`config.mk`:
```
export PLATFORM = sky130hd
export DESIGN_NAME = fixed_partition_allocator
export DESIGN_NICKNAME = d
export VERILOG_FILES = /design/src/hw/rtl/fpa_pkg.sv /design/src/hw/rtl/fixed_partition_allocator.sv /design/src/hw/rtl/fpa_cell.sv
export VERILOG_INCLUDE_DIRS = /design/src /design/src/hw/rtl
export SDC_FILE = /design/constraint.sdc
export NUM_CORES = 2
export LEC_CHECK = 0
export BUFFER_PORTS_ARGS = -buffer_cell sky130_fd_sc_hd__buf_4
export CORE_UTILIZATION = 25
export CTS_CLUSTER_SIZE = 8
export DETAILED_ROUTE_END_ITERATION = 10
export GPL_TIMING_DRIVEN = 1
export SLEW_MARGIN = 5
export SYNTH_ARGS = -nofsm -noshare
export SYNTH_HDL_FRONTEND = slang
export SYNTH_SLANG_ARGS = --single-unit
```
`constraint.sdc`:
```
create_clock -name aclk -period 3.6 [get_ports aclk]
set_clock_uncertainty 0.05 [all_clocks]
set_input_delay 0.72 -clock aclk [delete_from_list [all_inputs] [get_ports aclk]]
set_output_delay 0.72 -clock aclk [all_outputs]
set_load 0.02 [all_outputs]
```
`src/hw/rtl/fixed_partition_allocator_defines.svh`:
```
// Assertion macros used by the allocator top level.
`ifndef FIXED_PARTITION_ALLOCATOR_DEFINES_SVH
`define FIXED_PARTITION_ALLOCATOR_DEFINES_SVH

`ifndef SYNTHESIS
`define FPA_ASSERT_IMP(lbl, clk, rstn, ante, cons) \
    lbl: assert property (@(posedge clk) disable iff (!rstn) (ante) |-> (cons)) \
        else $error("allocator assertion failed");
`define FPA_ASSERT_ALWAYS(lbl, clk, rstn, cond) \
    lbl: assert property (@(posedge clk) disable iff (!rstn) (cond)) \
        else $error("allocator assertion failed");
`else
`define FPA_ASSERT_IMP(lbl, clk, rstn, ante, cons)
`define FPA_ASSERT_ALWAYS(lbl, clk, rstn, cond)
`endif

`endif

```
`src/hw/rtl/fpa_pkg.sv`:
```
// Types, constants and codes of the fixed-partition allocator.
package fpa_pkg;

    localparam int NUM_SLOTS = 16;
    localparam int SIZE_BITS = 16;
    localparam int IDX_BITS  = (NUM_SLOTS > 1) ? $clog2(NUM_SLOTS) : 1;
    localparam int CNT_BITS  = $clog2(NUM_SLOTS + 1);
    localparam int ACT_BITS  = 5;
    localparam int CMP_BITS  = (CNT_BITS > ACT_BITS) ? CNT_BITS : ACT_BITS;
    localparam int EXT_BITS  = 20;
    localparam int SUM_BITS  = ((SIZE_BITS > EXT_BITS) ? SIZE_BITS : EXT_BITS) + 1;
    localparam logic [EXT_BITS-1:0] EXT_MAX = '1;

    localparam logic [1:0] REQ_LOAD  = 2'd0;
    localparam logic [1:0] REQ_CLEAR = 2'd1;
    localparam logic [1:0] REQ_ALLOC = 2'd2;

    localparam logic [1:0] ST_DONE  = 2'd0;
    localparam logic [1:0] ST_ALLOC = 2'd1;
    localparam logic [1:0] ST_NOFIT = 2'd2;

    localparam logic [1:0] POL_FIRST = 2'd1;

    localparam logic REG_POLICY = 1'b0;
    localparam logic REG_ACTIVE = 1'b1;

    typedef struct packed {
        logic                 valid;
        logic                 found;
        logic [IDX_BITS-1:0]  best_idx;
        logic [SIZE_BITS-1:0] best_size;
        logic [EXT_BITS-1:0]  free_sum;
    } fpa_token_t;

    typedef struct packed {
        logic load;
        logic clear;
        logic mark;
        logic active;
    } fpa_cell_ctl_t;

endpackage

```
`src/hw/rtl/fixed_partition_allocator.sv`:
```
// Top level of the fixed-partition allocator: control, registers and the slot chain.
//
//  channel  | ports                                   | carries
//  ---------+-----------------------------------------+-------------------------------
//  input    | s_valid s_ready s_req_type ...          | load, clear or allocate beat
//  result   | m_valid m_ready m_status ...            | one result beat per item
//  config   | psel penable pwrite paddr pwdata ...    | fit_policy, active_blocks
//
// An allocate sends a start beat that walks the slot chain one cell per cycle; the
// result and output registers follow. Load, clear and unknown items skip the scan.
// Reset is synchronous and clears every slot size and used bit at once.
// A new item is taken while the previous result still waits in the output register;
// its own result then holds until that register is free.
`include "fixed_partition_allocator_defines.svh"

module fixed_partition_allocator (
    input  logic        aclk,
    input  logic        aresetn,
    input  logic        s_valid,
    output logic        s_ready,
    input  logic [1:0]  s_req_type,
    input  logic [3:0]  s_slot_index,
    input  logic [15:0] s_size_value,
    output logic        m_valid,
    input  logic        m_ready,
    output logic [1:0]  m_status,
    output logic [3:0]  m_chosen_slot,
    output logic [15:0] m_internal_frag,
    output logic [19:0] m_external_frag,
    input  logic        psel,
    input  logic        penable,
    input  logic        pwrite,
    input  logic [2:0]  paddr,
    input  logic [31:0] pwdata,
    output logic [31:0] prdata,
    output logic        pready
);
    import fpa_pkg::*;

    localparam logic [1:0] S_IDLE = 2'd0;
    localparam logic [1:0] S_SCAN = 2'd1;
    localparam logic [1:0] S_DONE = 2'd2;

    logic [1:0]           state_reg, state_next;
    logic [1:0]           policy_reg;
    logic [ACT_BITS-1:0]  active_reg;
    logic                 start_reg;
    logic [SIZE_BITS-1:0] req_reg;
    logic [1:0]           res_status_reg, res_status_next;
    logic [3:0]           res_slot_reg, res_slot_next;
    logic [15:0]          res_int_reg, res_int_next;
    logic [19:0]          res_ext_reg, res_ext_next;
    logic                 m_valid_reg;
    logic [1:0]           m_status_reg;
    logic [3:0]           m_slot_reg;
    logic [15:0]          m_int_reg;
    logic [19:0]          m_ext_reg;
    logic                 in_fire, cfg_wr, scan_end, out_load;
    logic [CMP_BITS-1:0]  act_sat;
    logic [SIZE_BITS-1:0] in_size;
    fpa_token_t           tok [0:NUM_SLOTS];
    fpa_token_t           tok_last;
    logic [NUM_SLOTS-1:0] tok_vec;

    assign pready   = 1'b1;
    assign cfg_wr   = psel && penable && pwrite;
    assign prdata   = (paddr[2] == REG_ACTIVE) ? 32'(active_reg) : 32'(policy_reg);
    assign s_ready  = (state_reg == S_IDLE);
    assign in_fire  = s_valid && s_ready;
    assign in_size  = SIZE_BITS'(s_size_value);
    assign tok_last = tok[NUM_SLOTS];
    assign scan_end = tok_last.valid;
    assign out_load = (state_reg == S_DONE) && (!m_valid_reg || m_ready);
    assign act_sat  = (CMP_BITS'(active_reg) > CMP_BITS'(NUM_SLOTS))
                    ? CMP_BITS'(NUM_SLOTS) : CMP_BITS'(active_reg);

    always_comb begin
        tok[0]           = '0;
        tok[0].valid     = start_reg;
    end

    for (genvar k = 0; k < NUM_SLOTS; k++) begin : g_cell
        fpa_cell_ctl_t ctl;
        always_comb begin
            ctl.load   = in_fire && (s_req_type == REQ_LOAD) && (32'(s_slot_index) == k);
            ctl.clear  = in_fire && (s_req_type == REQ_CLEAR);
            ctl.mark   = scan_end && tok_last.found && (32'(tok_last.best_idx) == k);
            ctl.active = (32'(act_sat) > k);
        end
        fpa_cell u_cell (
            .aclk      (aclk),
            .aresetn   (aresetn),
            .ctl       (ctl),
            .load_size (in_size),
            .req_size  (req_reg),
            .policy    (policy_reg),
            .cell_idx  (IDX_BITS'(k)),
            .tok_in    (tok[k]),
            .tok_out   (tok[k+1])
        );
        assign tok_vec[k] = tok[k+1].valid;
    end

    always_comb begin
        state_next      = state_reg;
        res_status_next = res_status_reg;
        res_slot_next   = res_slot_reg;
        res_int_next    = res_int_reg;
        res_ext_next    = res_ext_reg;
        unique case (state_reg)
            S_IDLE: begin
                if (in_fire) begin
                    res_status_next = ST_DONE;
                    res_slot_next   = '0;
                    res_int_next    = '0;
                    res_ext_next    = '0;
                    state_next      = (s_req_type == REQ_ALLOC) ? S_SCAN : S_DONE;
                end
            end
            S_SCAN: begin
                if (scan_end) begin
                    state_next = S_DONE;
                    if (tok_last.found) begin
                        res_status_next = ST_ALLOC;
                        res_slot_next   = 4'(tok_last.best_idx);
                        res_int_next    = 16'(tok_last.best_size - req_reg);
                    end else begin
                        res_status_next = ST_NOFIT;
                        res_ext_next    = tok_last.free_sum;
                    end
                end
            end
            S_DONE: begin
                if (out_load) begin
                    state_next = S_IDLE;
                end
            end
            default: begin
                state_next = S_IDLE;
            end
        endcase
    end

    always_ff @(posedge aclk) begin
        if (!aresetn) begin
            state_reg   <= S_IDLE;
            policy_reg  <= 2'd0;
            active_reg  <= ACT_BITS'(16);
            start_reg   <= 1'b0;
            m_valid_reg <= 1'b0;
        end else begin
            state_reg <= state_next;
            start_reg <= in_fire && (s_req_type == REQ_ALLOC);
            if (cfg_wr && (paddr[2] == REG_POLICY)) begin
                policy_reg <= pwdata[1:0];
            end
            if (cfg_wr && (paddr[2] == REG_ACTIVE)) begin
                active_reg <= pwdata[ACT_BITS-1:0];
            end
            if (out_load) begin
                m_valid_reg <= 1'b1;
            end else if (m_ready) begin
                m_valid_reg <= 1'b0;
            end
        end
        if (in_fire) begin
            req_reg <= in_size;
        end
        res_status_reg <= res_status_next;
        res_slot_reg   <= res_slot_next;
        res_int_reg    <= res_int_next;
        res_ext_reg    <= res_ext_next;
        if (out_load) begin
            m_status_reg <= res_status_reg;
            m_slot_reg   <= res_slot_reg;
            m_int_reg    <= res_int_reg;
            m_ext_reg    <= res_ext_reg;
        end
    end

    assign m_valid         = m_valid_reg;
    assign m_status        = m_status_reg;
    assign m_chosen_slot   = m_slot_reg;
    assign m_internal_frag = m_int_reg;
    assign m_external_frag = m_ext_reg;

    `FPA_ASSERT_ALWAYS(a_one_scan_beat, aclk, aresetn, $onehot0({tok_vec, start_reg}))
    `FPA_ASSERT_IMP(a_idle_no_beat, aclk, aresetn, state_reg == S_IDLE, tok_vec == '0)
    `FPA_ASSERT_IMP(a_end_in_scan, aclk, aresetn, scan_end, state_reg == S_SCAN)
    `FPA_ASSERT_IMP(a_alloc_no_ext, aclk, aresetn, res_status_reg == ST_ALLOC, res_ext_reg == '0)

endmodule

```
`src/hw/rtl/fpa_cell.sv`:
```
// One partition slot: holds its size and used bit and updates the passing scan beat.
module fpa_cell (
    input  logic                         aclk,
    input  logic                         aresetn,
    input  fpa_pkg::fpa_cell_ctl_t       ctl,
    input  logic [fpa_pkg::SIZE_BITS-1:0] load_size,
    input  logic [fpa_pkg::SIZE_BITS-1:0] req_size,
    input  logic [1:0]                   policy,
    input  logic [fpa_pkg::IDX_BITS-1:0]  cell_idx,
    input  fpa_pkg::fpa_token_t          tok_in,
    output fpa_pkg::fpa_token_t          tok_out
);
    import fpa_pkg::*;

    logic [SIZE_BITS-1:0] size_reg, size_next;
    logic                 used_reg, used_next;
    fpa_token_t           tok_reg, tok_next;
    logic                 fits, better;
    logic [SUM_BITS-1:0]  sum_wide;

    always_comb begin
        size_next = size_reg;
        used_next = used_reg;
        priority if (ctl.clear) begin
            used_next = 1'b0;
        end else if (ctl.load) begin
            size_next = load_size;
            used_next = 1'b0;
        end else if (ctl.mark) begin
            used_next = 1'b1;
        end
    end

    always_comb begin
        fits     = ctl.active && !used_reg && (size_reg >= req_size);
        better   = policy[1] ? (size_reg > tok_in.best_size)
                             : (size_reg < tok_in.best_size);
        sum_wide = SUM_BITS'(tok_in.free_sum) + SUM_BITS'(size_reg);
        tok_next = tok_in;
        if (fits && (!tok_in.found || (policy != POL_FIRST && better))) begin
            tok_next.found     = 1'b1;
            tok_next.best_idx  = cell_idx;
            tok_next.best_size = size_reg;
        end
        if (ctl.active && !used_reg) begin
            if (sum_wide > SUM_BITS'(EXT_MAX)) begin
                tok_next.free_sum = EXT_MAX;
            end else begin
                tok_next.free_sum = sum_wide[EXT_BITS-1:0];
            end
        end
    end

    always_ff @(posedge aclk) begin
        if (!aresetn) begin
            size_reg      <= '0;
            used_reg      <= 1'b0;
            tok_reg.valid <= 1'b0;
        end else begin
            size_reg      <= size_next;
            used_reg      <= used_next;
            tok_reg.valid <= tok_in.valid;
        end
        tok_reg.found     <= tok_next.found;
        tok_reg.best_idx  <= tok_next.best_idx;
        tok_reg.best_size <= tok_next.best_size;
        tok_reg.free_sum  <= tok_next.free_sum;
    end

    assign tok_out = tok_reg;

endmodule
```
==> results.tsv <==
stage	metric	value	unit
power_and_ir_drop	sequential cell fraction of total power	45.4	%
placed_design	I/O Buffers	83	
clocking	Clock Latency Late Sink	0.79	ns
power_and_ir_drop	clock power share	46.5	%
detailed_routing	number of iterations in the first detailed-routing pass	10	
power_and_ir_drop	Leakage	0.0286	uW
critical_path	worst path arrival time	4.00	ns
finish	nets	7263	
critical_path	cell family with most CP delay	compound AO/OA/AOI/OAI gates	
timing	Final Hold Fails	0	
yosys	Post-synth EDFFs	100	
clocking	CTS Root Cell	clkbuf_16	
finish	share of cells above drive strength 1	10.4	%
placed_design	pre-CTS WS	0.197	ns
critical_path	CP endpoint kind	register	
finish	ANT cells	0	
detailed_routing	routed vias	46600	
yosys	Yosys reg bits	1030	
global_route	number of global-route vias before repair	45100	
global_route	first-pass GRT wire length	281000	um
timing	fmax	294	MHz
placed_design	RD Place Congestion	0.948	
floorplan	full die area	229000	sq um
timing	fin. max-slew vios	0	
global_route	total congestion overflow	0	
worst_hold_path	worst hold path class	in2reg	
timing	min Tclk post-route	3.40	ns
critical_path	crit-path max FO	12	
power_and_ir_drop	Psw	6840	uW
run_status	outcome	complete, but fails checks	
yosys	sequential fraction of the synthesis area	38.1	%
critical_path	Max stage delay cell, worst path	a2111oi_0	
clocking	CTS tree	yes	
global_route	largest net degree at the start of global routing	81	
finish	end-of-flow core utilization	29.1	%
clocking	Clk pin slew, worst setup/hold paths	0.05	ns
yosys	cell area after synthesis	56700	sq um
placed_design	hpwl dp	140000	um
critical_path	nature of the critical path startpoint	register	
timing	Period Utilization, post-route	94.3	%
yosys	Syn Area/Cell	9.10	sq um
power_and_ir_drop	Power Density	413	nW/um^2
power_and_ir_drop	Switching Fraction	25.2	%
yosys	Synth Flop Type	dfxtp_1	
power_and_ir_drop	combinational power share	8.2	%
detailed_routing	WL final	190000	um
floorplan	row count	174	
power_and_ir_drop	P_int	20300	uW
yosys	Yosys top cell area share	32.8	%
timing	Final WS setup	0.204	ns
detailed_routing	wire per inst	20.1	um
yosys	post-synth cell types	94	
timing	max_slew headroom	19.7	%
finish	max FFs per register	647	
clocking	Num Clock Sinks	1030	
flow_run	Max-Cap Viols	0	
timing	Setup TNS Final	0	ns
yosys	Post-synth top cells	930 x dfxtp_1, 815 x nand2_1, 751 x ha_1, 587 x a21oi_1, 375 x inv_1	
timing	worst slew pin tran	1.20	ns
detailed_routing	Antenna Nets Post-Route	0	
finish	Area growth syn-to-layout	15.7	%
critical_path	CP Buf/Inv Count	2	
global_route	Total GRT Usage	16.1	%
critical_path	Setup Crit Path Kind	reg2reg	
timing	Finish-stage setup viols	0	
clocking	# Post-CTS Setup Buffers	0	
yosys	Post-Synthesis Cells	6232	
power_and_ir_drop	Total Power	27100	uW
floorplan	core area	225000	sq um
power_and_ir_drop	Peak VDD IR	0.000473	V
critical_path	CP cell instances	ha_1 -> nor2b_1 -> o21a_1 -> o211ai_1 -> a2111oi_0 -> buf_4 -> a2111oi_0 -> mux2_2 -> a211oi_4 -> buf_4 -> mux2_1	
detailed_routing	via density per instance	4.92	
yosys	ys async rst share	0	%
timing	RSZ-0062 raised after global routing	no	
detailed_routing	drt drc	4	
yosys	cell accounting for the most synthesized area	dfxtp_1	
floorplan	Initial Utilization	25.2	%
detailed_routing	DRT iter0 DRCs	3908	
run_status	failing checks	design-rule violations	
floorplan	die width	478	um
floorplan	die height	478	um
yosys	count leader, synth	dfxtp_1	
yosys	synth top area cells	dfxtp_1 33%, ha_1 17%, nand2_1 5.4%	
yosys	synth warn	0	
clocking	CTS buffer count	147	
floorplan	Ports	141	
global_route	initial antenna violation count	5	
critical_path	CP max stage delay	0.42	ns
critical_path	Critical Path RT	4.21	ns
clocking	CTS Buffer Depth	3	
clocking	H-Tree Level Count	4	
-- metrics by stage --
stage	area, sq um	hold slack (ns)	cells
CTS	65600	0.0795	9468
global placement	61600	0.340	9275
detailed placement	61600	0.347	9275
finish	65600	0.131	9468
floorplan	56800	0.336	6258
global route	65600	0.113	9468
-- final timing paths --
check,depth (start not counted),start,slack (ns),endpoint
worst max-delay path,11,g_cell[3].u_cell.size_reg[1]$_SDFFE_PN0P_,0.20,g_cell[3].u_cell.tok_out[30]$_DFF_P_
worst min-delay path,3,pwdata[2],0.13,active_reg[2]$_SDFFE_PN0P_
worst max register to register,11,g_cell[3].u_cell.size_reg[1]$_SDFFE_PN0P_,0.20,g_cell[3].u_cell.tok_out[30]$_DFF_P_
worst min register to register,1,g_cell[9].u_cell.tok_out[39]$_SDFF_PP1_,0.35,g_cell[10].u_cell.tok_out[39]$_SDFF_PP1_
-- layout by cell type, fill, tap and decap left out, types with 13 or more instances in the layout --
| cell | count |
|---|---|
| dfxtp_1 | 930 |
| nand2_1 | 815 |
| ha_1 | 751 |
| a21oi_1 | 585 |
| inv_1 | 375 |
| nor2_1 | 295 |
| buf_4 | 247 |
| o21ai_0 | 225 |
| a21o_1 | 185 |
| mux2_2 | 179 |
| clkbuf_16 | 150 |
| xnor2_1 | 117 |
| nand2b_1 | 100 |
| edfxtp_1 | 100 |
| nand4_1 | 97 |
| and2_1 | 95 |
| nand3_1 | 89 |
| nor3_1 | 87 |
| o21a_1 | 77 |
| xor2_1 | 76 |
| nor2b_1 | 75 |
| mux2_1 | 72 |
| a31oi_1 | 69 |
| o22a_1 | 64 |
| o21ai_1 | 43 |
| a211oi_1 | 40 |
| or2_2 | 38 |
| o211ai_1 | 36 |
| mux2i_1 | 33 |
| a2111oi_0 | 32 |
| clkbuf_1 | 32 |
| and3_1 | 28 |
| conb_1 | 28 |
| o21bai_1 | 25 |
| or3_1 | 20 |
| nor4_1 | 20 |
| o31ai_1 | 17 |
| fa_1 | 16 |
| or2_1 | 13 |
-- tightest hold or removal path, cell delays in order --
cell and delay (ns):
buf_4 0.08, mux2i_1 0.05, nor2_1 0.07
-- layout make-up --
cell class / instances / area, sq um
tap: 2992 / 3740
multi-input combinational: 4623 / 32800
clock inverter: 10 / 143
clock buffer: 183 / 3890
timing repair buffer: 254 / 1990
sequential: 1030 / 21600
inverter: 376 / 1420
fill: 23400 / 159000
-- power by group through the flow --
stage          registers [uW]  clock network, uW  logic, uW
2_1_floorplan           12400                  0       1340
4_1_cts                 12300              12800       2180
6_report                12300              12600       2210
3_3_place_gp            12500                  0       2130
5_1_grt                 12300              13300       2380
3_5_place_dp            12500                  0       2170
-- logic make-up (layout without fill, tap and decap cells) --
group / count (synthesis) / after routing / share of synthesized area, %
xor+xnor: 193 / 193 / 2.98
compound gates: 1530 / 1530 / 16.9
simple gates: 1819 / 1819 / 14.9
other cells: 2 / 28 / 0.0132
mux: 286 / 286 / 5.62
flops: 1030 / 1030 / 38.1
fa+ha+maj: 767 / 767 / 17.1
buf+inv: 605 / 823 / 4.27
-- routing by layer --
metal / global-route usage (%) / share of wire, % / up-vias
met5: 0 / 0 / -
met4: 7.33 / 4.8 / 0
met3: 3.00 / 6.4 / 410
met2: 25.6 / 44 / 1562
met1: 21.1 / 45 / 22200
li1: - / - / 22400
-- timing repair --
action / 4_1_cts / 5_1_grt
hold buffers: 0 / 0
resized for setup: 0 / 2
endpoints found under the setup margin: 0 / 23
Power figures use the tool's default switching activity.
